===== src/rtl/assert_macros.svh =====
// Assertion macros shared by the mailbox RTL.
// Each macro expands to one labeled concurrent assertion clocked on clk.
`ifndef ASSERT_MACROS_SVH
`define ASSERT_MACROS_SVH

// Checked only outside reset.
`define IPFM_ASSERT(lbl, prop, msg) \
  lbl: assert property (@(posedge clk) disable iff (!rst_n) prop) else $error(msg);

// Checked at every clock edge, reset included.
`define IPFM_ASSERT_ALWAYS(lbl, prop, msg) \
  lbl: assert property (@(posedge clk) prop) else $error(msg);

`endif


===== src/rtl/ipfm_pkg.sv =====
// Package for the interprocessor FIFO mailbox: operation codes, register
// bit positions, sizes and the control/status structs. No dependencies.
`timescale 1ns / 1ps
`default_nettype none

package ipfm_pkg;

  localparam int WORD_W         = 32;
  localparam int OP_W           = 4;
  localparam int NIB_W          = 4;
  localparam int FIFO_DEPTH_DEF = 16;

  typedef enum logic [OP_W-1:0] {
    OP_SEND        = 4'd0,
    OP_RECV        = 4'd1,
    OP_CTRL_WRITE  = 4'd2,
    OP_STATUS_READ = 4'd3,
    OP_SYNC_WRITE  = 4'd4,
    OP_SYNC_READ   = 4'd5,
    OP_REMOTE_PUSH = 4'd6,
    OP_REMOTE_POP  = 4'd7,
    OP_REMOTE_SYNC = 4'd8
  } op_t;

  // Control/status register bit positions.
  localparam int CS_SEND_EMPTY = 0;
  localparam int CS_SEND_FULL  = 1;
  localparam int CS_SEND_IRQEN = 2;
  localparam int CS_SEND_FLUSH = 3;
  localparam int CS_RECV_EMPTY = 8;
  localparam int CS_RECV_FULL  = 9;
  localparam int CS_RECV_IRQEN = 10;
  localparam int CS_ERROR      = 14;
  localparam int CS_ENABLE     = 15;

  // Sync register bit positions.
  localparam int SY_IN_LSB   = 0;
  localparam int SY_OUT_LSB  = 8;
  localparam int SY_IRQ_REQ  = 13;
  localparam int SY_IRQ_ALOW = 14;

  typedef struct packed {
    logic push;
    logic pop;
    logic flush;
  } fifo_ctrl_t;

  typedef struct packed {
    logic empty;
    logic full;
  } fifo_stat_t;

  typedef struct packed {
    logic load;
    logic shift;
  } cell_ctrl_t;

endpackage

`default_nettype wire


===== src/rtl/ipfm_if.sv =====
// Valid/ready channel interfaces for the mailbox request and response words.
// Depends on ipfm_pkg for the field widths.
`timescale 1ns / 1ps
`default_nettype none

interface ipfm_in_if;
  logic                         valid;
  logic                         ready;
  logic [ipfm_pkg::OP_W-1:0]    operation;
  logic [ipfm_pkg::WORD_W-1:0]  data;

  modport source (output valid, output operation, output data, input ready);
  modport sink   (input valid, input operation, input data, output ready);
endinterface

interface ipfm_out_if;
  logic                         valid;
  logic                         ready;
  logic [ipfm_pkg::WORD_W-1:0]  read_data;
  logic                         error_flag;
  logic                         remote_sync_irq;
  logic                         local_sync_irq;

  modport source (output valid, output read_data, output error_flag,
                  output remote_sync_irq, output local_sync_irq, input ready);
  modport sink   (input valid, input read_data, input error_flag,
                  input remote_sync_irq, input local_sync_irq, output ready);
endinterface

`default_nettype wire


===== src/rtl/interprocessor_fifo_mailbox.sv =====
// Local side of a two-processor mailbox: send and receive FIFOs plus sync nibbles.
// Response: the response to a request word is registered at the edge that accepts it.
// Throughput: one request word per cycle while the response side keeps up;
//   each FIFO push or pop is a single registered update of its cell chain.
// Reset (rst_n, synchronous, active low) empties both FIFOs and clears all
//   control, sync and last-read registers; FIFO cell contents are not cleared.
`timescale 1ns / 1ps
`default_nettype none

`include "assert_macros.svh"

module interprocessor_fifo_mailbox #(
  parameter int FIFO_DEPTH = ipfm_pkg::FIFO_DEPTH_DEF
) (
  input  wire        clk,
  input  wire        rst_n,
  ipfm_in_if.sink    in_bus,
  ipfm_out_if.source out_bus
);
  import ipfm_pkg::*;

  // Handshake. The response register frees up as soon as its word is taken,
  // so a new request is accepted in the same cycle the previous one drains.
  logic accept;
  logic out_valid_r;

  assign in_bus.ready = !out_valid_r || out_bus.ready;
  assign accept       = in_bus.valid && in_bus.ready;

  // Architectural registers.
  logic              en_r, en_nxt;
  logic              err_r, err_nxt;
  logic              send_irqen_r, send_irqen_nxt;
  logic              recv_irqen_r, recv_irqen_nxt;
  logic [NIB_W-1:0]  sync_in_r, sync_in_nxt;
  logic [NIB_W-1:0]  sync_out_r, sync_out_nxt;
  logic              local_allow_r, local_allow_nxt;
  logic              remote_allow_r, remote_allow_nxt;
  logic [WORD_W-1:0] send_last_r, send_last_nxt;
  logic [WORD_W-1:0] recv_last_r, recv_last_nxt;

  // Response register.
  logic [WORD_W-1:0] out_rd_r;
  logic              out_err_r;
  logic              out_rirq_r;
  logic              out_lirq_r;

  // Per-access response values.
  logic [WORD_W-1:0] rd;
  logic              rirq;
  logic              lirq;

  // FIFO hookup.
  fifo_ctrl_t        send_ctl, recv_ctl;
  fifo_stat_t        send_st, recv_st;
  logic [WORD_W-1:0] send_head, recv_head;

  ipfm_cell_fifo #(.DEPTH(FIFO_DEPTH)) u_send_fifo (
    .clk       (clk),
    .rst_n     (rst_n),
    .ctrl      (send_ctl),
    .push_word (in_bus.data),
    .stat      (send_st),
    .head_word (send_head)
  );

  ipfm_cell_fifo #(.DEPTH(FIFO_DEPTH)) u_recv_fifo (
    .clk       (clk),
    .rst_n     (rst_n),
    .ctrl      (recv_ctl),
    .push_word (in_bus.data),
    .stat      (recv_st),
    .head_word (recv_head)
  );

  // Operation decode. Everything happens in the accept cycle; the response
  // is captured into the output register at the same edge.
  always_comb begin
    en_nxt           = en_r;
    err_nxt          = err_r;
    send_irqen_nxt   = send_irqen_r;
    recv_irqen_nxt   = recv_irqen_r;
    sync_in_nxt      = sync_in_r;
    sync_out_nxt     = sync_out_r;
    local_allow_nxt  = local_allow_r;
    remote_allow_nxt = remote_allow_r;
    send_last_nxt    = send_last_r;
    recv_last_nxt    = recv_last_r;
    send_ctl         = '0;
    recv_ctl         = '0;
    rd               = '0;
    rirq             = 1'b0;
    lirq             = 1'b0;

    if (accept) begin
      unique case (in_bus.operation)
        OP_SEND: begin
          // The full check wins even when the FIFOs are disabled.
          if (send_st.full) begin
            err_nxt = 1'b1;
          end else begin
            send_ctl.push = en_r;
          end
        end
        OP_RECV: begin
          if (recv_st.empty) begin
            err_nxt = 1'b1;
            rd      = recv_last_r;
          end else begin
            // While disabled the head word is returned but left in place.
            rd            = recv_head;
            recv_last_nxt = recv_head;
            recv_ctl.pop  = en_r;
          end
        end
        OP_CTRL_WRITE: begin
          send_irqen_nxt = in_bus.data[CS_SEND_IRQEN];
          recv_irqen_nxt = in_bus.data[CS_RECV_IRQEN];
          en_nxt         = in_bus.data[CS_ENABLE];
          if (in_bus.data[CS_SEND_FLUSH]) begin
            send_ctl.flush = 1'b1;
            send_last_nxt  = '0;
          end
          if (in_bus.data[CS_ERROR]) begin
            err_nxt = 1'b0;
          end
        end
        OP_STATUS_READ: begin
          rd[CS_SEND_EMPTY] = send_st.empty;
          rd[CS_SEND_FULL]  = send_st.full;
          rd[CS_SEND_IRQEN] = send_irqen_r;
          rd[CS_RECV_EMPTY] = recv_st.empty;
          rd[CS_RECV_FULL]  = recv_st.full;
          rd[CS_RECV_IRQEN] = recv_irqen_r;
          rd[CS_ERROR]      = err_r;
          rd[CS_ENABLE]     = en_r;
        end
        OP_SYNC_WRITE: begin
          sync_out_nxt    = in_bus.data[SY_OUT_LSB +: NIB_W];
          local_allow_nxt = in_bus.data[SY_IRQ_ALOW];
          rirq            = in_bus.data[SY_IRQ_REQ] && remote_allow_r;
        end
        OP_SYNC_READ: begin
          rd[SY_IN_LSB +: NIB_W]  = sync_in_r;
          rd[SY_OUT_LSB +: NIB_W] = sync_out_r;
          rd[SY_IRQ_ALOW]         = local_allow_r;
        end
        OP_REMOTE_PUSH: begin
          // The remote side is always enabled; a full FIFO drops the word.
          recv_ctl.push = 1'b1;
        end
        OP_REMOTE_POP: begin
          if (send_st.empty) begin
            rd = send_last_r;
          end else begin
            rd            = send_head;
            send_last_nxt = send_head;
            send_ctl.pop  = 1'b1;
          end
        end
        OP_REMOTE_SYNC: begin
          sync_in_nxt      = in_bus.data[SY_OUT_LSB +: NIB_W];
          remote_allow_nxt = in_bus.data[SY_IRQ_ALOW];
          lirq             = in_bus.data[SY_IRQ_REQ] && local_allow_r;
        end
        default: begin
          // Unused codes do nothing and read back zero.
        end
      endcase
    end
  end

  always_ff @(posedge clk) begin
    if (!rst_n) begin
      en_r           <= 1'b0;
      err_r          <= 1'b0;
      send_irqen_r   <= 1'b0;
      recv_irqen_r   <= 1'b0;
      sync_in_r      <= '0;
      sync_out_r     <= '0;
      local_allow_r  <= 1'b0;
      remote_allow_r <= 1'b0;
      send_last_r    <= '0;
      recv_last_r    <= '0;
      out_valid_r    <= 1'b0;
    end else begin
      en_r           <= en_nxt;
      err_r          <= err_nxt;
      send_irqen_r   <= send_irqen_nxt;
      recv_irqen_r   <= recv_irqen_nxt;
      sync_in_r      <= sync_in_nxt;
      sync_out_r     <= sync_out_nxt;
      local_allow_r  <= local_allow_nxt;
      remote_allow_r <= remote_allow_nxt;
      send_last_r    <= send_last_nxt;
      recv_last_r    <= recv_last_nxt;
      if (accept) begin
        out_valid_r <= 1'b1;
      end else if (out_bus.ready) begin
        out_valid_r <= 1'b0;
      end
    end
  end

  // Response payload needs no reset; it is qualified by out_valid_r.
  always_ff @(posedge clk) begin
    if (accept) begin
      out_rd_r   <= rd;
      out_err_r  <= err_nxt;
      out_rirq_r <= rirq;
      out_lirq_r <= lirq;
    end
  end

  assign out_bus.valid           = out_valid_r;
  assign out_bus.read_data       = out_rd_r;
  assign out_bus.error_flag      = out_err_r;
  assign out_bus.remote_sync_irq = out_rirq_r;
  assign out_bus.local_sync_irq  = out_lirq_r;

  `IPFM_ASSERT(a_accept_gives_word, accept |=> out_valid_r, "accepted request produced no response")
  `IPFM_ASSERT(a_err_matches, out_valid_r |-> (out_err_r == err_r), "response error flag differs from sticky error")
  `IPFM_ASSERT(a_irq_exclusive, out_valid_r |-> !(out_rirq_r && out_lirq_r), "both sync interrupts raised by one request")

endmodule

`default_nettype wire


===== src/rtl/ipfm_cell.sv =====
// One storage cell of the shifting FIFO chain: holds a word, loads a pushed
// word or takes its upstream neighbor's word on a pop. Depends on ipfm_pkg.
`timescale 1ns / 1ps
`default_nettype none

module ipfm_cell (
  input  wire                          clk,
  input  ipfm_pkg::cell_ctrl_t         ctrl,
  input  wire [ipfm_pkg::WORD_W-1:0]   load_word,
  input  wire [ipfm_pkg::WORD_W-1:0]   next_word,
  output logic [ipfm_pkg::WORD_W-1:0]  word
);
  import ipfm_pkg::*;

  logic [WORD_W-1:0] word_r;

  always_ff @(posedge clk) begin
    if (ctrl.load) begin
      word_r <= load_word;
    end else if (ctrl.shift) begin
      word_r <= next_word;
    end
  end

  assign word = word_r;

endmodule

`default_nettype wire


===== src/rtl/ipfm_cell_fifo.sv =====
// FIFO built as a chain of ipfm_cell stages; the head word is always in cell 0.
// Depends on ipfm_pkg, ipfm_cell and assert_macros.svh.
`timescale 1ns / 1ps
`default_nettype none

`include "assert_macros.svh"

module ipfm_cell_fifo #(
  parameter int DEPTH = ipfm_pkg::FIFO_DEPTH_DEF
) (
  input  wire                          clk,
  input  wire                          rst_n,
  input  ipfm_pkg::fifo_ctrl_t         ctrl,
  input  wire [ipfm_pkg::WORD_W-1:0]   push_word,
  output ipfm_pkg::fifo_stat_t         stat,
  output logic [ipfm_pkg::WORD_W-1:0]  head_word
);
  import ipfm_pkg::*;

  localparam int CNT_W = $clog2(DEPTH + 1);

  logic [CNT_W-1:0]  count_r;
  logic [CNT_W-1:0]  count_nxt;
  logic              do_push;
  logic              do_pop;
  logic [WORD_W-1:0] cell_word [DEPTH];

  assign stat.empty = (count_r == '0);
  assign stat.full  = (count_r == CNT_W'(DEPTH));
  assign do_push    = ctrl.push && !stat.full;
  assign do_pop     = ctrl.pop && !stat.empty;

  // A pop moves every word one cell toward the head; a push lands in the
  // first free cell, which is the one indexed by the current fill.
  for (genvar i = 0; i < DEPTH; i++) begin : g_cell
    cell_ctrl_t        cc;
    logic [WORD_W-1:0] upstream;

    assign cc.load  = do_push && (count_r == CNT_W'(i));
    assign cc.shift = do_pop;
    if (i == DEPTH - 1) begin : g_tail
      assign upstream = cell_word[i];
    end else begin : g_mid
      assign upstream = cell_word[i+1];
    end

    ipfm_cell u_cell (
      .clk       (clk),
      .ctrl      (cc),
      .load_word (push_word),
      .next_word (upstream),
      .word      (cell_word[i])
    );
  end

  assign head_word = cell_word[0];

  always_comb begin
    count_nxt = count_r;
    if (ctrl.flush) begin
      count_nxt = '0;
    end else if (do_push) begin
      count_nxt = count_r + 1'b1;
    end else if (do_pop) begin
      count_nxt = count_r - 1'b1;
    end
  end

  always_ff @(posedge clk) begin
    if (!rst_n) begin
      count_r <= '0;
    end else begin
      count_r <= count_nxt;
    end
  end

  `IPFM_ASSERT(a_count_bound, count_r <= CNT_W'(DEPTH), "fill count above depth")
  `IPFM_ASSERT(a_flush_empties, ctrl.flush |=> stat.empty, "flush left words behind")
  `IPFM_ASSERT(a_pop_decrements,
    (do_pop && !ctrl.flush && !ctrl.push) |=> (count_r == $past(count_r) - 1'b1),
    "pop did not drop fill by one")

endmodule

`default_nettype wire


===== src/flat_wrapper.sv =====
// flat-port wrapper written by rule: the top's interface ports become plain ports
module interprocessor_fifo_mailbox_flat import ipfm_pkg::*;
#(
  parameter int FIFO_DEPTH = ipfm_pkg::FIFO_DEPTH_DEF
)
  (clk, rst_n, in_bus_valid, in_bus_operation, in_bus_data, in_bus_ready, out_bus_valid, out_bus_read_data, out_bus_error_flag, out_bus_remote_sync_irq, out_bus_local_sync_irq, out_bus_ready);
  ipfm_in_if in_bus_i ();
  ipfm_out_if out_bus_i ();
  input  wire clk;
  input  wire rst_n;
  input wire logic [$bits(in_bus_i.valid)-1:0] in_bus_valid;
  input wire logic [$bits(in_bus_i.operation)-1:0] in_bus_operation;
  input wire logic [$bits(in_bus_i.data)-1:0] in_bus_data;
  output wire logic [$bits(in_bus_i.ready)-1:0] in_bus_ready;
  output wire logic [$bits(out_bus_i.valid)-1:0] out_bus_valid;
  output wire logic [$bits(out_bus_i.read_data)-1:0] out_bus_read_data;
  output wire logic [$bits(out_bus_i.error_flag)-1:0] out_bus_error_flag;
  output wire logic [$bits(out_bus_i.remote_sync_irq)-1:0] out_bus_remote_sync_irq;
  output wire logic [$bits(out_bus_i.local_sync_irq)-1:0] out_bus_local_sync_irq;
  input wire logic [$bits(out_bus_i.ready)-1:0] out_bus_ready;
  assign in_bus_i.valid = in_bus_valid;
  assign in_bus_i.operation = in_bus_operation;
  assign in_bus_i.data = in_bus_data;
  assign in_bus_ready = in_bus_i.ready;
  assign out_bus_valid = out_bus_i.valid;
  assign out_bus_read_data = out_bus_i.read_data;
  assign out_bus_error_flag = out_bus_i.error_flag;
  assign out_bus_remote_sync_irq = out_bus_i.remote_sync_irq;
  assign out_bus_local_sync_irq = out_bus_i.local_sync_irq;
  assign out_bus_i.ready = out_bus_ready;
  interprocessor_fifo_mailbox #(.FIFO_DEPTH(FIFO_DEPTH)) u_core (.clk(clk), .rst_n(rst_n), .in_bus(in_bus_i), .out_bus(out_bus_i));
endmodule

===== config.mk =====
export PLATFORM = sky130hd
export DESIGN_NAME = interprocessor_fifo_mailbox_flat
export DESIGN_NICKNAME = d
export VERILOG_FILES = /design/src/rtl/ipfm_pkg.sv /design/src/rtl/ipfm_if.sv /design/src/rtl/interprocessor_fifo_mailbox.sv /design/src/rtl/ipfm_cell.sv /design/src/rtl/ipfm_cell_fifo.sv /design/src/flat_wrapper.sv
export VERILOG_INCLUDE_DIRS = /design/src /design/src/rtl
export SDC_FILE = /design/constraint.sdc
export NUM_CORES = 1
export LEC_CHECK = 0
export ABC_CLOCK_PERIOD_IN_PS = 6800
export BUFFER_PORTS_ARGS = -buffer_cell sky130_fd_sc_hd__buf_2
export CELL_PAD_IN_SITES_DETAIL_PLACEMENT = 1
export CELL_PAD_IN_SITES_GLOBAL_PLACEMENT = 1
export CORE_AREA = 3 3 311 313
export CTS_BUF_LIST = sky130_fd_sc_hd__clkbuf_4 sky130_fd_sc_hd__clkbuf_8
export DETAILED_ROUTE_END_ITERATION = 8
export DIE_AREA = 0 0 314 316
export GPL_ROUTABILITY_DRIVEN = 1
export PLACE_DENSITY = 0.79
export SYNTH_ARGS = -nofsm -noshare
export SYNTH_HDL_FRONTEND = slang
export SYNTH_SLANG_ARGS = --single-unit

===== constraint.sdc =====
create_clock -name clk -period 6.8 [get_ports clk]
set_input_delay 0 -clock clk [delete_from_list [all_inputs] [get_ports clk]]
set_output_delay 0 -clock clk [all_outputs]
set_load 0.01 [all_outputs]

* After elaboration in Yosys (flattened, before gate mapping)
Index checks and enable logic that the tools add are counted.
Operators by class: reductions and logical operators 88, add/sub/neg operators 4, bitwise operators 1, mux-type cells 95, equality and inequality tests 41
Operators by type and width (number):
- two-way mux 32 bit | 63
- == test 5 x 4 -> 1 bit (second input constant) | 16
- nonzero test 2 bit | 34
- case mux 32 bit (2 select lines) | 1
- == test 5 x 3 -> 1 bit (second input constant) | 8
- logical AND 1 bit | 39
- case mux 16 bit (2 select lines) | 1
- case mux 3 bit (4 select lines) | 2
- == test 5 x 2 -> 1 bit (second input constant) | 4
- two-way mux 5 bit | 4
- == test 4 x 3 -> 1 bit (second input constant) | 4
- two-way mux 1 bit | 15
- case mux 1 bit (3 select lines) | 4
- adder 5 x 1 -> 5 bit (second input constant) | 2
- == test 5 x 1 -> 1 bit (second input constant) | 2
- == test 5 bit (second input constant) | 2
- zero test 5 bit | 2
- subtractor 5 x 1 -> 5 bit (second input constant) | 2
- == test 4 x 2 -> 1 bit (second input constant) | 2
- case mux 4 bit (2 select lines) | 1
- AND reduction 2 bit | 4
- zero test 1 bit | 5
- == test 4 x 1 -> 1 bit (second input constant) | 1
- == test 4 bit (second input constant) | 1
- 10 further kinds | 10
Storage, ports and cells: output and inout bits 37, flip-flop bits (word level) 1148, word-level logic and storage cells 278

* Depth between registers and ports, before layout
Gate-level depths: netlist of run 1.
depth in word-level cells 7, mapped depth 9, mapped depth without buffers 7

* By module
A second synthesis of run 1 with hierarchy kept.
Unflattened totals: cells, all modules 2913, area, all modules 54887.6 sq um
By module, submodules not included:
- ipfm_cell | cells an instance 69, area an instance 1507.7 sq um, seq. area each 960.9 sq um, instances 32
- interprocessor_fifo_mailbox | cells an instance 547, area an instance 5415.2 sq um, seq. area each 2632.5 sq um, instances 1
- ipfm_cell_fifo | cells an instance 79, area an instance 613.1 sq um, seq. area each 100.1 sq um, instances 2

* Worst setup path after synthesis of run 1
OpenSTA, ideal clock, no wires.
path type flip-flop to flip-flop, start register u_core.out_valid_r (netlist: u_core.out_bus.valid), end register u_core.u_send_fifo.g_cell[7].u_cell.word_r[0] (enable), stages on the path, launching flop included 7, path buffers 1, library setup time 466 ps, setup slack 2688 ps, arrival 3646 ps, cells stage by stage dfxtp_1 nor2b_1 buf_2 inv_2 nand4_1 or2_2 o21ai_0
On the way: word-level cells in the longest chain between the ends 7
RTL lines:
- from (decl) | line interprocessor_fifo_mailbox.sv:25 | logic out_valid_r;
- from (signal assigned) | line interprocessor_fifo_mailbox.sv:185 | out_valid_r <= 1'b0;
- from (signal assigned) | line interprocessor_fifo_mailbox.sv:198 | out_valid_r <= 1'b1;
- from (signal assigned) | line interprocessor_fifo_mailbox.sv:200 | out_valid_r <= 1'b0;
- zero test 1 bit (*) | line interprocessor_fifo_mailbox.sv:27 | assign in_bus.ready = !out_valid_r || out_bus.ready;
- logical OR 1 bit (*) | line interprocessor_fifo_mailbox.sv:27
- via in_bus_ready | line flat_wrapper.sv:14 | output wire logic [$bits(in_bus_i.ready)-1:0] in_bus_ready;
- logical AND 1 bit (*) | line interprocessor_fifo_mailbox.sv:28 | assign accept = in_bus.valid && in_bus.ready;
- two-way mux 3 bit (*) | line interprocessor_fifo_mailbox.sv:95 | if (accept) begin
- logical AND 1 bit | line ipfm_cell_fifo.sv:30 | assign do_push = ctrl.push && !stat.full;
- logical AND 1 bit | line ipfm_cell_fifo.sv:39 | assign cc.load = do_push && (count_r == CNT_W'(i));
- nonzero test 2 bit (no source line) (*)
- to (signal assigned) | line ipfm_cell.sv:19 | word_r <= load_word;
- to (signal assigned) | line ipfm_cell.sv:21 | word_r <= next_word;
- to (decl) | line ipfm_cell.sv:15 | logic [WORD_W-1:0] word_r;
Mark *: on every way through the listed nets, which the timed path passes. The rest lies on a longest branch. A chain may end at the register's enable or synchronous reset.

* Worst setup path in the final report of run 1
start register u_core.out_valid_r (netlist: u_core.out_bus.valid), end register u_core.u_recv_fifo.g_cell[1].u_cell.word_r[25] (enable)
On the way: word-level cells in the longest chain between the ends 7
RTL lines (line):
- zero test 1 bit (*) | interprocessor_fifo_mailbox.sv:27
- logical OR 1 bit (*) | interprocessor_fifo_mailbox.sv:27
- logical AND 1 bit (*) | interprocessor_fifo_mailbox.sv:28
- two-way mux 2 bit (*) | interprocessor_fifo_mailbox.sv:95
- logical AND 1 bit | ipfm_cell_fifo.sv:30
- logical AND 1 bit | ipfm_cell_fifo.sv:39
- nonzero test 2 bit (no source line) (*)
- to (signal assigned) | ipfm_cell.sv:19
- to (signal assigned) | ipfm_cell.sv:21
- to (decl) | ipfm_cell.sv:15
Mark *: on every way between the ends. The rest lies on a longest branch, timed or not.

==> flow_summary_export.csv, run 1 <==
group,metric,value,unit
final_layout,nFillCells,8449,
clock_tree,htreeDepth,4,
setup_path,path_buf_inv,2,
global_route,grt_start_max_net_pins,87,
setup_path,startpoint_type,"flop",
setup_path,required,7.30,ns
synth,yosys-top-cells-area,"edfxtp_1 65%, mux2_2 21%, dfxtp_1 3.6%",
global_route,grt_pass1_vias,27900,
final_layout,nets,3047,
clock_tree,clock_sinks,1148,
setup_path,timing.critical_path.mode_cell,"buf_4",
die,fp.dieH,316,um
sta,finClkSkew,0.0376,ns
drt,drt_first_pass_iters,5,
global_route,grt.total_usage,23.0,%
die,die_w,314,um
clock_tree,cts.path.max_buffers,3,
sta,hold_viol_final,0,
place,port_buffers,76,
sta,max_slew_margin,17.0,%
setup_path,critPathSlowestCell,"nand2b_1",
sta,fmax,266,MHz
synth,synthArstFlopShare,0,%
synth,synth-seq-area-share,68.6,%
setup_path,cp-end-kind,"flop",
clock_tree,clk_pin_slew,0.06,ns
place,dpl.hpwl,67600,um
outcome,outcome,"complete, no violations",
global_route,antenna_found_initial,1,
sta,drv_slew,0,
sta,worst_pin_slew,1.24,ns
synth,synth_edf_count,1059,
final_layout,drive_gt1_share,45.8,%
synth,yosysTopAreaCell,"edfxtp_1",
clock_tree,post-cts-setup-buffer-count,0,
final_layout,register_area,33600,um^2
hold_path,min_path_type,"input pin to flop",
die,ios,77,
synth,yosysUniqueCellTypes,64,
global_route,grt_pass1_wl,174000,um
clock_tree,cts_made_buffers,182,
synth,synth_common_cells,"1,059 x edfxtp_1, 932 x mux2_2, 130 x clkbuf_1",
sta,finalCritPeriodShare,55.2,%
setup_path,cp.arrival,4.25,ns
global_route,grt_overflow,0,
clock_tree,cts_tree,"yes",
sta,setup_violations,0,
final_layout,area_growth,11.3,%
drt,vias,25300,
clock_tree,insertion_delay,0.84,ns
die,row_count,113,
setup_path,critPathKind,"flop to flop",
synth,synth.top_cell.area_share,65.0,%
synth,ys_ff_latch,1148,
place,place_congestion,0.832,
synth,netlist_instances,2859,
flow_run,cap_violations,0,
clock_tree,cts_root_buffer,"clkbuf_8",
setup_path,cp_top_family,"simple AND/OR/NAND/NOR gates",
synth,synth_most_common_cell,"edfxtp_1",
sta,whs,0.357,ns
pwr,peakVddDrop,0.196,mV
setup_path,crit_path_max_incr_delay,0.67,ns
synth,ys_warn_count,0,
sta,grt_setup_unrepaired,"no",
drt,wl,112000,um
die,core-area,94600,um^2
die,start_util,51.7,%
synth,synth-main-ff-cell,"edfxtp_1",
pwr,p_per_area,250,nW/um^2
drt,wl_per_cell,25.5,um
setup_path,crit_chain,"nor2b_1, nor3_2, nand3_1, nor3_4, buf_4, nand2b_1, buf_4",
pwr,totalPowerFinal,13.6,mW
setup_path,crit_fanout,33,
synth,synth_area,48900,um^2
sta,setup_tns,0,ns
final_layout,multi_input_area,14400,um^2
die,die_area,99200,um^2
drt,remaining_drc_errors,0,
synth,syn_avg_cell_area,17.1,um^2
drt,viasPerCell,5.75,
synth,syn_nets,2911,
pwr,p_leak,17.3,nW
drt,antenna_left,0,
drt,drt_iter0_drc,1776,
setup_path,regToRegSetupSlack,3.05,ns
sta,final.min_clock_period,3.75,ns
[registers in the layout, indices dropped and copies added (netlist names), 4 cells and up]
name / cells
u_core.out_bus.read_data: 32
u_core.recv_last_r: 32
u_core.send_last_r: 32
u_core.sync_in_r: 4
u_core.sync_out_r: 4
u_core.u_recv_fifo.count_r: 5
u_core.u_recv_fifo.g_cell.u_cell.word: 512
u_core.u_send_fifo.count_r: 5
u_core.u_send_fifo.g_cell.u_cell.word: 512
[layout make-up]
cell class	instances	area share [%]
flip-flops and latches	1148	61.7
multi-input cells	1461	26.4
clock buffers	257	5.72
well taps	1265	2.91
repair buffers	191	2.49
clock inverters	70	0.737
inverters	11	0.0758
diodes	2	0.00919
[placed cells by master, fill, tap and decap left out, types with 16 or more instances in the layout]
cell type / instances
buf_4: 72
o21ai_2: 21
nor2b_1: 49
dlygate4sd3_1: 42
a21oi_1: 16
nand2_1: 96
mux2_1: 28
clkinv_1: 44
mux2_2: 932
nor2_2: 22
a21boi_1: 30
mux2i_1: 68
a22oi_1: 31
clkbuf_4: 67
o22ai_1: 23
edfxtp_1: 1059
buf_2: 76
clkbuf_8: 190
dfxtp_1: 89
[final timing paths]
path | end | startpoint | cells after the start
worst max-delay path | u_core.u_recv_fifo.g_cell[1].u_cell.word[25] | u_core.out_bus.valid | 7
worst min-delay path | u_core.u_send_fifo.count_r[4] | in_bus_valid | 6
worst max register to register | u_core.u_recv_fifo.g_cell[1].u_cell.word[25] | u_core.out_bus.valid | 7
worst min register to register | u_core.recv_last_r[18] | u_core.recv_last_r[18] | 2
[through the flow]
step | utilization (%) | setup WS [ns] | cells | cell area [um^2]
after floorplan | - | 2.69 | 2859 | 48900
after global placement | 53.4 | 2.80 | 4033 | 50500
after detailed placement | 53.4 | 2.54 | 4033 | 50500
after CTS | 57.6 | 2.52 | 4402 | 54500
after global routing | 57.6 | 2.87 | 4405 | 54500
final | 57.6 | 3.05 | 4405 | 54500
[logic make-up after synthesis]
kind of cell | share of synthesized area, %
mux | 23.5
fa+ha+maj | 0.307
xor+xnor | 0.0895
compound gates | 2.19
flops | 68.6
buf+inv | 2.40
simple gates | 2.89
[worst register-to-register path, stage by stage (launching register included)]
cell,delay (ns)
dfxtp_1,0.32
nor2b_1,0.30
nor3_2,0.48
nand3_1,0.58
nor3_4,0.28
buf_4,0.40
nand2b_1,0.68
buf_4,0.36
[metal layers]
metal | vias up | part of all wire (%) | track usage, %
met1 | 13200 | 42 | 29.8
met2 | 665 | 50 | 38.6
met3 | 202 | 4.2 | 4.01
met4 | 0 | 3.5 | 9.19
met5 | - | 0 | 0
li1 | 11200 | - | -
[power breakdown]
group	total [mW]	switching, mW	internal [mW]
clock network	5.72	2.66	3.06
logic	0.265	0.209	0.0553
registers	7.62	0.00702	7.62
[repair_timing]
item,in CTS,in global routing
setup endpoints to repair,0,0
hold buffers,42,0
endpoints found under the hold margin,173,0
gates resized for setup,0,0
(Power assumes the default switching activity.)
==> run 2: changes to the inputs <==
Settings changed: ABC_CLOCK_PERIOD_IN_PS 6800 to 3900.
Clock period 6.8 ns to 3.9 ns, I/O delays scaled along.
==> flow_summary_export.csv, run 2 (same netlist as run 1, synthesis figures left out) <==
group,metric,value,unit
die,start_util,51.7,%
sta,drv_slew,0,
sta,whs,0.287,ns
setup_path,rr_startpoint,"u_core.out_bus.valid",
drt,antenna_left,0,
clock_tree,cts.path.max_buffers,3,
place,place_congestion,0.839,
drt,vias,25400,
place,postPlaceCellArea,50600,um^2
sta,setup_ws,0.740,ns
global_route,antenna_found_initial,1,
pwr,switching_share,21.3,%
setup_path,startpoint_type,"flop",
hold_path,min_from,"in_bus_data[14]",
final_layout,final_cell_mix,"1,059 x edfxtp_1, 932 x mux2_2, 192 x clkbuf_8",
clock_tree,clock_sinks,1148,
setup_path,crit_fanout,24,
sta,hold_viol_final,0,
final_layout,drive_gt1_share,46.3,%
final_layout,finalInstanceArea,54700,um^2
die,fp.dieH,316,um
place,dpl_worst_slack,0.718,ns
outcome,outcome,"complete, no violations",
die,die_w,314,um
setup_path,path_buf_inv,2,
pwr,p_leak,17.5,nW
sta,finClkSkew,0.0256,ns
setup_path,r2r-end,"u_core.u_send_fifo.g_cell[8].u_cell.word[22]",
setup_path,reg2reg_depth,7,
setup_path,cp_top_family,"simple AND/OR/NAND/NOR gates",
pwr,p_sw,5.08,mW
die,row_count,113,
setup_path,startpoint,"u_core.out_bus.valid",
global_route,grt.total_usage,23.0,%
sta,max_slew_margin,24.8,%
clock_tree,cts_resized,0,
final_layout,nets,3066,
pwr,pwr-share-clk,42.3,%
setup_path,cp.depth,7,
setup_path,crit_path_max_incr_delay,0.94,ns
drt,wl,113000,um
place,port_buffers,76,
place,dpl.hpwl,67700,um
final_layout,fin_cells,4431,
sta,worst_pin_slew,1.13,ns
global_route,grt_overflow,0,
drt,drt_iter0_drc,2048,
global_route,grt_pass1_wl,174000,um
die,die_area,99200,um^2
clock_tree,cts_root_buffer,"clkbuf_8",
sta,fmax,316,MHz
die,core-area,94600,um^2
final_layout,fin_util,57.8,%
setup_path,cp-end-kind,"flop",
setup_path,regToRegSetupSlack,0.74,ns
sta,final.min_clock_period,3.16,ns
pwr,internal_power,18.8,mW
final_layout,nFillCells,8483,
global_route,grt_start_max_net_pins,87,
setup_path,critPathKind,"flop to flop",
drt,wl_per_cell,25.5,um
place,place_inst,4047,
clock_tree,cts_tree,"yes",
final_layout,final_common_cell,"edfxtp_1",
clock_tree,clk_pin_slew,0.06,ns
clock_tree,htreeDepth,4,
sta,finalCritPeriodShare,81.0,%
clock_tree,insertion_delay,0.83,ns
setup_path,cp.arrival,3.73,ns
drt,viasPerCell,5.74,
clock_tree,cts_hold_buf,45,
die,ios,77,
clock_tree,cts_made_buffers,185,
clock_tree,post-cts-setup-buffer-count,0,
setup_path,crit_end,"u_core.u_send_fifo.g_cell[8].u_cell.word[22]",
final_layout,area_growth,11.7,%
setup_path,crit_chain,"nor2b_1, inv_2, and4_1, nand3_1, nor2_2, buf_4, mux2_1",
drt,remaining_drc_errors,0,
sta,grt_setup_unrepaired,"no",
sta,setup_violations,0,
pwr,pwr-share-seq,55.7,%
pwr,p_per_area,437,nW/um^2
pwr,peakVddDrop,0.319,mV
flow_run,cap_violations,0,
setup_path,required,4.47,ns
drt,drt_first_pass_iters,7,
hold_path,min_path_type,"input pin to flop",
setup_path,critPathSlowestCell,"nor2_2",
global_route,grt_pass1_vias,28200,
pwr,p_comb_share,2.0,%
## run 2: cell count changes in the layout (fill, tap and decap cells not counted), moves of 3 or more
cell	delta
clkbuf_4	+16
buf_4	+13
clkinv_1	-4
dlygate4sd3_1	+3
## run 2: area by class of cell
cell class                      count  area, um^2  share of cell area [%]
Clock buffer                      275        3270                    5.97
Inverter                           11        41.3                  0.0755
Clock inverter                     63         319                   0.584
Timing Repair Buffer              207        1490                    2.72
Sequential cell                  1148       33600                    61.4
Tap cell                         1265        1580                    2.90
Multi-Input combinational cell   1461       14400                    26.3
Antenna cell                        1        2.50                 0.00458
## run 2: worst min-delay path by stage
| stage | end | slack [ns] | depth (start not counted) |
|---|---|---|---|
| floorplan | u_core.u_recv_fifo.g_cell[15].u_cell.word[0] | 0.1 | 0 |
| global placement | out_bus_read_data[20] | 0.42 | 1 |
| detailed placement | out_bus_read_data[1] | 0.41 | 1 |
| CTS | u_core.u_send_fifo.g_cell[15].u_cell.word[14] | 0.15 | 2 |
| global route | u_core.u_send_fifo.g_cell[15].u_cell.word[14] | 0.22 | 2 |
| finish | u_core.u_send_fifo.g_cell[15].u_cell.word[14] | 0.29 | 2 |
## run 2: routing by layer
metal,track usage (%),wire length [um],vias up
li1,-,-,11300
met1,29.5,47600,13300
met2,39.0,56600,640
met3,4.00,4900,223
met4,9.25,3920,0
met5,0,0,-
## run 2: power groups by stage
| stage | clock network, mW | registers (mW) | logic [mW] |
|---|---|---|---|
| after floorplan | 0 | 13.6 | 0.178 |
| after global placement | 0 | 13.6 | 0.401 |
| after detailed placement | 0 | 13.6 | 0.430 |
| after CTS | 10.3 | 13.3 | 0.469 |
| after global routing | 10.9 | 13.3 | 0.491 |
| final | 10.1 | 13.3 | 0.471 |
## run 2: metrics by stage
| step | TNS [ns] | total power, mW |
|---|---|---|
| 4_1_cts | 0 | 24.1 |
| 3_3_place_gp | 0 | 14.0 |
| 5_1_grt | 0 | 24.7 |
| 6_report | 0 | 23.9 |
| 3_5_place_dp | 0 | 14.0 |
| 2_1_floorplan | -17.00 | 13.7 |
==> run 3: changes to the inputs <==
Settings changed: ABC_CLOCK_PERIOD_IN_PS 3900 to 3060.
Clock period 3.9 ns to 3.06 ns, I/O delays scaled along.
==> flow_summary_export.csv, run 3 (same netlist as run 1, synthesis figures left out) <==
group,metric,value,unit
final_layout,fin_cells,4427,
drt,remaining_drc_errors,0,
place,dpl.hpwl,68900,um
pwr,p_leak,17.5,nW
setup_path,critPathKind,"flop to flop",
drt,wl_per_cell,25.9,um
sta,max_slew_margin,23.4,%
global_route,grt_overflow,0,
sta,setup_violations,0,
drt,vias,25500,
hold_path,min_path_type,"input pin to flop",
place,place_inst,4054,
final_layout,register_area,33600,um^2
clock_tree,clock_sinks,1148,
setup_path,crit_fanout,21,
sta,drv_slew,0,
clock_tree,post-cts-setup-buffer-count,0,
die,ios,77,
sta,worst_pin_slew,1.14,ns
clock_tree,cts.path.max_buffers,3,
drt,drt_first_pass_iters,5,
pwr,peakVddDrop,0.375,mV
final_layout,final_cell_mix,"1,059 x edfxtp_1, 932 x mux2_2, 193 x clkbuf_8",
drt,viasPerCell,5.76,
clock_tree,htreeDepth,4,
drt,drt_iter0_drc,1917,
global_route,grt.total_usage,23.4,%
drt,wl,115000,um
place,place_congestion,0.841,
sta,final.min_clock_period,2.93,ns
clock_tree,clk_pin_slew,0.07,ns
pwr,p_per_area,554,nW/um^2
global_route,grt_pass1_vias,28300,
outcome,outcome,"complete, no violations",
die,start_util,51.7,%
sta,finalCritPeriodShare,95.8,%
clock_tree,cts_made_buffers,183,
global_route,grt_start_max_net_pins,49,
setup_path,startpoint_type,"flop",
final_layout,area_growth,12.4,%
drt,wl_met3,4770,um
clock_tree,cts_root_buffer,"clkbuf_8",
sta,whs,0.377,ns
sta,grt_setup_unrepaired,"no",
die,die_w,314,um
place,port_buffers,76,
final_layout,final_common_cell,"edfxtp_1",
drt,wl_met1,47800,um
die,core-area,94600,um^2
global_route,antenna_found_initial,3,
sta,finClkSkew,0.0477,ns
die,row_count,113,
die,fp.dieH,316,um
final_layout,nFillCells,8390,
drt,top_layer,"met4",
flow_run,cap_violations,0,
final_layout,nets,3072,
die,die_area,99200,um^2
sta,fmax,341,MHz
setup_path,cp.arrival,3.46,ns
final_layout,fin_util,58.1,%
setup_path,cp-end-kind,"flop",
final_layout,multi_input_area,14400,um^2
drt,dr_wl_met2,58000,um
final_layout,drive_gt1_share,46.7,%
global_route,grt_pass1_wl,177000,um
drt,antenna_left,0,
sta,hold_viol_final,0,
clock_tree,insertion_delay,0.83,ns
clock_tree,cts_tree,"yes",
setup_path,required,3.59,ns
==> run 3: cell count changes in the layout (fill, tap and decap cells not counted), moves of 2 or more <==
cell	delta
nand2b_1	-2
buf_12	+19
clkinv_1	-11
clkbuf_4	-9
clkinvlp_4	-2
buf_4	-12
clkinv_8	+2
nand2b_2	+2
nand3_1	-2
clkinv_2	+2
inv_6	+3
nand3_2	+2
==> run 3: worst max-delay path, stage by stage, from the launching register on <==
cell and delay (ns):
dfxtp_1 0.31, nor2b_1 0.17, nor3_2 0.46, nand3_1 0.54, nor3_4 0.53, buf_12 0.23
mux2_2 0.37
==> run 3: metal layers <==
metal  up-vias  GRT usage (%)
li1      11300              -
met1     13300           29.9
met2       686           40.0
met3       210           3.78
met4         0           9.68
met5         -              0
==> run 3: area by class of cell <==
class	instances	area share, %
inverter	11	0.0751
clock buffer	267	5.84
antenna	1	0.00455
tap	1265	2.88
clock inverter	59	0.678
multi-input combinational	1461	26.2
timing repair buffer	215	3.25
sequential	1148	61.1
==> run 3: timing repair <==
item | in CTS | in global routing
resized for setup | 0 | 3
hold endpoints to repair | 144 | 0
hold buffers | 46 | 0
endpoints found under the setup margin | 0 | 98
==> run 3: path summary, 6_finish.rpt <==
path              slack [ns]                                            to  cells after the start                   start
setup reg to reg        0.13  u_core.u_recv_fifo.g_cell[3].u_cell.word[21]                      6    u_core.out_bus.valid
hold reg to reg         0.46                        u_core.recv_last_r[14]                      2  u_core.recv_last_r[14]
setup / recovery        0.13  u_core.u_recv_fifo.g_cell[3].u_cell.word[21]                      6    u_core.out_bus.valid
hold / removal          0.38                 u_core.u_recv_fifo.count_r[3]                      3                   rst_n
==> run 3: metrics by stage <==
step / TNS (ns) / cell area, um^2 / worst slack [ns] / power (mW)
after detailed placement: 0 / 50900 / 0.166 / 17.8
after floorplan: -207.05 / 49000 / -0.807 / 17.5
after global routing: 0 / 55000 / 0.0167 / 31.5
after global placement: 0 / 50900 / 0.266 / 17.8
final: 0 / 55000 / 0.130 / 30.5
after CTS: 0 / 55000 / 0.0650 / 30.7
==> run 3: where the power goes <==
| part | internal, mW | switching (mW) | total (mW) |
|---|---|---|---|
| clock | 6.91 | 6.01 | 12.9 |
| combinational | 0.128 | 0.468 | 0.596 |
| sequential | 16.9 | 0.0231 | 17.0 |
